==> config.mk <==
export PLATFORM = sky130hd
export DESIGN_NAME = bis_mix
export DESIGN_NICKNAME = d
export VERILOG_FILES = /design/src/rtl/core/assert_macros.svh /design/src/rtl/core/bis_pkg.sv /design/src/rtl/core/bis_mix.sv
export SDC_FILE = /design/constraint.sdc
export NUM_CORES = 2
export LEC_CHECK = 0
export BUFFER_PORTS_ARGS = -buffer_cell sky130_fd_sc_hd__buf_2
export CORE_AREA = 5 5 378 380
export CTS_BUF_LIST = sky130_fd_sc_hd__clkbuf_2
export CTS_CLUSTER_SIZE = 25
export DETAILED_ROUTE_END_ITERATION = 6
export DIE_AREA = 0 0 383 385
export GPL_TIMING_DRIVEN = 1
export SYNTH_ARGS = -nofsm -noshare
export SYNTH_HDL_FRONTEND = slang
export SYNTH_SLANG_ARGS = --single-unit
==> constraint.sdc <==
create_clock -name clk -period 9.3 [get_ports clk]
set_clock_uncertainty 0.05 [all_clocks]
set_input_delay 1.395 -clock clk [delete_from_list [all_inputs] [get_ports clk]]
set_output_delay 1.395 -clock clk [all_outputs]
set_load 0.005 [all_outputs]
==> src/rtl/core/assert_macros.svh <==
// assertion macros shared by the scaler rtl
// no dependencies; set NO_ASSERTIONS to compile them out
`ifndef ASSERT_MACROS_SVH
`define ASSERT_MACROS_SVH
`ifndef NO_ASSERTIONS
// property holds at every clock edge out of reset
`define BIS_ASSERT(lbl, clk, rst_n, prop) \
  lbl: assert property (@(posedge clk) disable iff (!rst_n) prop) \
    else $error("scaler assertion failed");
// condition must never be seen at a clock edge out of reset
`define BIS_ASSERT_NEVER(lbl, clk, rst_n, expr) \
  lbl: assert property (@(posedge clk) disable iff (!rst_n) !(expr)) \
    else $error("scaler forbidden condition seen");
`else
`define BIS_ASSERT(lbl, clk, rst_n, prop)
`define BIS_ASSERT_NEVER(lbl, clk, rst_n, expr)
`endif
`endif

==> src/rtl/core/bis_pkg.sv <==
// shared types, constants and mix functions of the bilinear scaler
// no dependencies
package bis_pkg;

  localparam int MAX_SRC_WIDTH  = 256;
  localparam int MAX_SRC_HEIGHT = 256;
  localparam int FRAC_BITS      = 8;
  localparam int FRAC_ONE       = 1 << FRAC_BITS;

  localparam int COORD_W    = 12;
  localparam int SRC_SIZE_W = 9;
  localparam int DST_SIZE_W = 13;
  localparam int CH_W       = 8;
  localparam int CFG_IDX_W  = 3;

  localparam int COL_W   = $clog2(MAX_SRC_WIDTH);
  localparam int ROW_W   = $clog2(MAX_SRC_HEIGHT);
  localparam int IDX_W   = (COL_W > ROW_W) ? COL_W : ROW_W;
  localparam int PROD_W  = COORD_W + IDX_W;
  localparam int NUM_W   = PROD_W + FRAC_BITS;
  localparam int BANK_AW = (COL_W - 1) + (ROW_W - 1);

  typedef enum logic [CFG_IDX_W-1:0] {
    CFG_SRC_W = 3'd0,
    CFG_SRC_H = 3'd1,
    CFG_DST_W = 3'd2,
    CFG_DST_H = 3'd3
  } cfg_reg_e;

  typedef enum logic {
    OP_LOAD   = 1'b0,
    OP_SAMPLE = 1'b1
  } op_e;

  typedef struct packed {
    logic [CH_W-1:0] alpha;
    logic [CH_W-1:0] blue;
    logic [CH_W-1:0] green;
    logic [CH_W-1:0] red;
  } pixel_t;

  // effective sizes after clamping
  typedef struct packed {
    logic [SRC_SIZE_W-1:0] sw;
    logic [SRC_SIZE_W-1:0] sh;
    logic [DST_SIZE_W-1:0] dw;
    logic [DST_SIZE_W-1:0] dh;
  } cfg_t;

  typedef struct packed {
    logic               vld;
    logic               sample;
    logic               direct;
    logic [COORD_W-1:0] x;
    logic [COORD_W-1:0] y;
    pixel_t             pix;
  } item_t;

  typedef struct packed {
    logic                 vld;
    logic                 sample;
    logic [COORD_W-1:0]   x;
    logic [COORD_W-1:0]   y;
    pixel_t               pix;
    logic [COL_W-1:0]     x0;
    logic [COL_W-1:0]     x1;
    logic [ROW_W-1:0]     y0;
    logic [ROW_W-1:0]     y1;
    logic [FRAC_BITS-1:0] fx;
    logic [FRAC_BITS-1:0] fy;
  } addr_t;

  typedef struct packed {
    logic                 vld;
    pixel_t               a;
    pixel_t               b;
    pixel_t               c;
    pixel_t               d;
    logic [FRAC_BITS-1:0] fx;
    logic [FRAC_BITS-1:0] fy;
  } quad_t;

  // floor((a*(one-f) + b*f) / one) on one channel
  function automatic logic [CH_W-1:0] mix_ch(input logic [CH_W-1:0] a,
                                             input logic [CH_W-1:0] b,
                                             input logic [FRAC_BITS-1:0] f);
    logic [FRAC_BITS:0]        wa;
    logic [CH_W+FRAC_BITS:0]   pa;
    logic [CH_W+FRAC_BITS:0]   pb;
    logic [CH_W+FRAC_BITS:0]   s;
    wa = (FRAC_BITS+1)'(FRAC_ONE) - {1'b0, f};
    pa = a * wa;
    pb = b * f;
    s  = pa + pb;
    return s[FRAC_BITS+CH_W-1:FRAC_BITS];
  endfunction

  function automatic pixel_t mix_px(input pixel_t a, input pixel_t b,
                                    input logic [FRAC_BITS-1:0] f);
    pixel_t r;
    r.red   = mix_ch(a.red,   b.red,   f);
    r.green = mix_ch(a.green, b.green, f);
    r.blue  = mix_ch(a.blue,  b.blue,  f);
    r.alpha = mix_ch(a.alpha, b.alpha, f);
    return r;
  endfunction

endpackage

==> src/rtl/core/bis_mix.sv <==
// two-stage bilinear mix: horizontal pair, then vertical, into the output register
// depends on bis_pkg
module bis_mix import bis_pkg::*; (
  input  logic   clk,
  input  logic   rst_n,
  input  logic   en,
  input  quad_t  quad_i,
  output logic   out_vld,
  output pixel_t out_pix
);

  pixel_t               ab_r;
  pixel_t               cd_r;
  logic [FRAC_BITS-1:0] fy_r;
  logic                 vld_h_r;
  pixel_t               pix_r;
  logic                 vld_r;

  // horizontal mix of both rows
  always_ff @(posedge clk) begin
    if (!rst_n) begin
      vld_h_r <= 1'b0;
    end else if (en) begin
      vld_h_r <= quad_i.vld;
      ab_r    <= mix_px(quad_i.a, quad_i.b, quad_i.fx);
      cd_r    <= mix_px(quad_i.c, quad_i.d, quad_i.fx);
      fy_r    <= quad_i.fy;
    end
  end

  // vertical mix into the output register
  always_ff @(posedge clk) begin
    if (!rst_n) begin
      vld_r <= 1'b0;
    end else if (en) begin
      vld_r <= vld_h_r;
      pix_r <= mix_px(ab_r, cd_r, fy_r);
    end
  end

  assign out_vld = vld_r;
  assign out_pix = pix_r;

endmodule

==> results.toml <==
[synthesis]
ys_seq_area_share_pct = 5.73
synth_edf_count = 104
netlist_area_mm2 = 0.0552
synth_top_area_share_pct = 43.5
ys_warn_count = 0
ys.flop_type = "edfxtp_1"
ys_async_sr_fraction_pct = 0
yosysUniqueCellTypes = 51
yosys.area.top_type = "fa_1"
ys_top_cells_by_area = "fa_1, ha_1, and2_1, inv_1, edfxtp_1"
synthCells = 5985
syn_nets = 8055
avgSynthCellArea_um2 = 9.22
synth_seq_cells = 106

[timing]
timing.final.crit_share_pct = 81.4
setup_viol = 0
finalHoldViolCount = 0
final.min_clock_period_ns = 7.57
max_freq_mhz = 132
fin_ws_ns = 1.73
slew_viol_final = 0
tns_ns = 0
rsz0062_at_grt = "no"
slew_headroom_pct = 34.2
tightest_slew_ns = 0.987

[clock_network]
cts_resized = 0
numCtsBuffers = 9
clk_latency_ns = 1.00
clock_path_buffers = 2
root_buffer = "clkbuf_2"
cts_max_level = 3
cts_setup_buffers = 0
holdBufCountCts = 0
clk_pin_slew_ns = 0.42
cts.sinks = 106
cts_tree = "built"

[final_layout]
final_cell_mix = "inv_1, fa_1, and2_1"
drive_gt1_share_pct = 4.91
nets = 8091
regArea_mm2 = 0.00316
utilization_pct = 42.0
final_cells = 7847
final_common_cell = "inv_1"
fillers = 13869
multiInputGateArea_mm2 = 0.0452
area_growth_syn_to_layout_pct = 5.72

[detailed_routing]
viasPerCell = 4.85
final_antenna_net_count = 0
wl_per_cell_um = 17.7
routed_wl_mm = 139
drt_pre_antenna_iters = 7
route.vias.total = 38043
drc = 0
first_iter_violations = 1816

[worst_setup_path]
crit_arrival_ns = 8.31
reg2reg_depth = 23
cp_data_required_time_ns = 10.04
cp_max_fo = 14
end_kind = "flip-flop"
critPathLaunchType = "primary input"
cp_num_buf_inv = 5
crit_type = "primary input to flip-flop"
critPathMostFrequentCell = "fa_1"
crit_slowest_cell = "o21ai_0"
crit_family = "adder cells"
crit_path_cell_trace = "buf_4 > inv_1 > ha_2 > nand2_1 > or3_1 > xor2_4 > nand2_1 > fa_1 > fa_1 > inv_1 > fa_1 > fa_1 > fa_1 > inv_1 > fa_1 > inv_1 > ha_1 > nor3_1 > nand2_1 > o21ai_0 > o21ai_0 > a21o_1 > a21oi_1 > xnor2_1"
worst-path-stages = 24
slowest_delay_ns = 0.56

[floorplan]
die-area_mm2 = 0.147
io_pins = 181
rows = 137
fp.dieH_um = 385
core_mm2 = 0.139
initial_core_util_pct = 39.7
fp.dieW_um = 383

[hold_path]
hold_class = "flip-flop to flip-flop"
hold-path-cell-count = 2

[status]
status = "finished, final reports clean"

[global_routing]
antenna_found_initial = 17
grt_max_degree = 71
grt_pass1_vias = 41482
grt.total_usage_pct = 19.5
overflow = 0
grt_pass1_wl_mm = 227

[placement]
port_buffers = 180
dp.cells = 7817
pre_cts_ws_ns = 0.714
place_hpwl_mm = 115
place_congestion = 0.855

[run]
cap_violations = 0
kinds of logic (layout without fill, tap and decap cells):
kind of cell	Yosys count	count (layout)	synth area share, %
other	0	14	0
multiplexers	2	2	0.0363
flip-flops	106	106	5.73
XOR/XNOR	184	184	2.92
adder cells (fa/ha/maj)	1922	1922	59.9
buffers and inverters	1837	1878	12.5
AND/OR/NAND/NOR	1768	1768	16.9
AO/OA/AOI/OAI	166	166	2.01
synth_stat cells (3+ instances only):
master	number
nand2_1	662
o21bai_1	6
xor2_1	46
a31o_2	4
and2_1	974
a21o_1	22
inv_1	1616
o21ai_1	4
or3_1	5
nand3_1	16
o21a_1	11
and3_1	5
nor3_1	18
clkbuf_1	178
nand2b_1	5
nor2_1	39
fa_1	1200
xnor2_1	138
a31oi_1	11
buf_2	9
o21ai_0	25
nand4_1	13
a21oi_1	53
nor4_1	10
a41oi_1	3
ha_1	722
edfxtp_1	104
o211ai_1	7
nor2b_1	14
buf_1	33
metrics by stage:
stage / area, µm² / hold WS [ns]
floorplan: 55200 / 0.432
global placement: 58200 / 0.444
detailed placement: 58200 / 0.456
CTS: 58300 / 0.340
global route: 58300 / 0.390
finish: 58300 / 0.503
registers in the layout (all words and copies together), names as in the netlist:
register and flops:
out_pix 32, fy_r 8, out_vld 1, ab_r 32
vld_h_r 1, cd_r 32
per-layer routing:
| metal | GRT usage (%) | routed length, µm |
|---|---|---|
| met3 | 2.47 | 6710 |
| met4 | 3.62 | 2150 |
| met5 | 0 | 55 |
| met1 | 26.8 | 62900 |
| met2 | 33.6 | 67400 |
final timing paths:
path                            slack, ns    endpoint      start
worst max-delay path                 1.73    cd_r[14]  quad_i[8]
worst min-delay path                 0.50     out_vld    out_vld
worst max register to register       1.90  out_pix[7]    fy_r[1]
worst min register to register       0.50     out_vld    out_vld
final cells by class:
type	instances	area share [%]
antenna	14	0.0601
tap	1807	3.88
timing repair buffer	246	2.51
clock inverter	7	0.135
sequential	106	5.42
inverter	1616	10.4
clock buffer	9	0.0772
multi-input combinational	4042	77.5
worst register-to-register path, cell delays in order (launching register included):
cell	delay, ns
edfxtp_1	0.49
inv_1	0.10
ha_1	0.22
nand2_1	0.13
or3_1	0.42
nor3_4	0.62
nand2_1	0.20
fa_1	0.54
fa_1	0.56
inv_1	0.06
fa_1	0.50
fa_1	0.46
fa_1	0.51
inv_1	0.05
fa_1	0.48
inv_1	0.05
ha_1	0.33
a21oi_1	0.15
nor2b_1	0.05
o21ai_0	0.18
o211ai_1	0.19
o21a_1	0.28
a21bo_2	0.24
xnor2_1	0.36
Power is left out: the tool's default activity adds up to more than one toggle a clock period on the data nets, which glitch-free logic cannot reach.
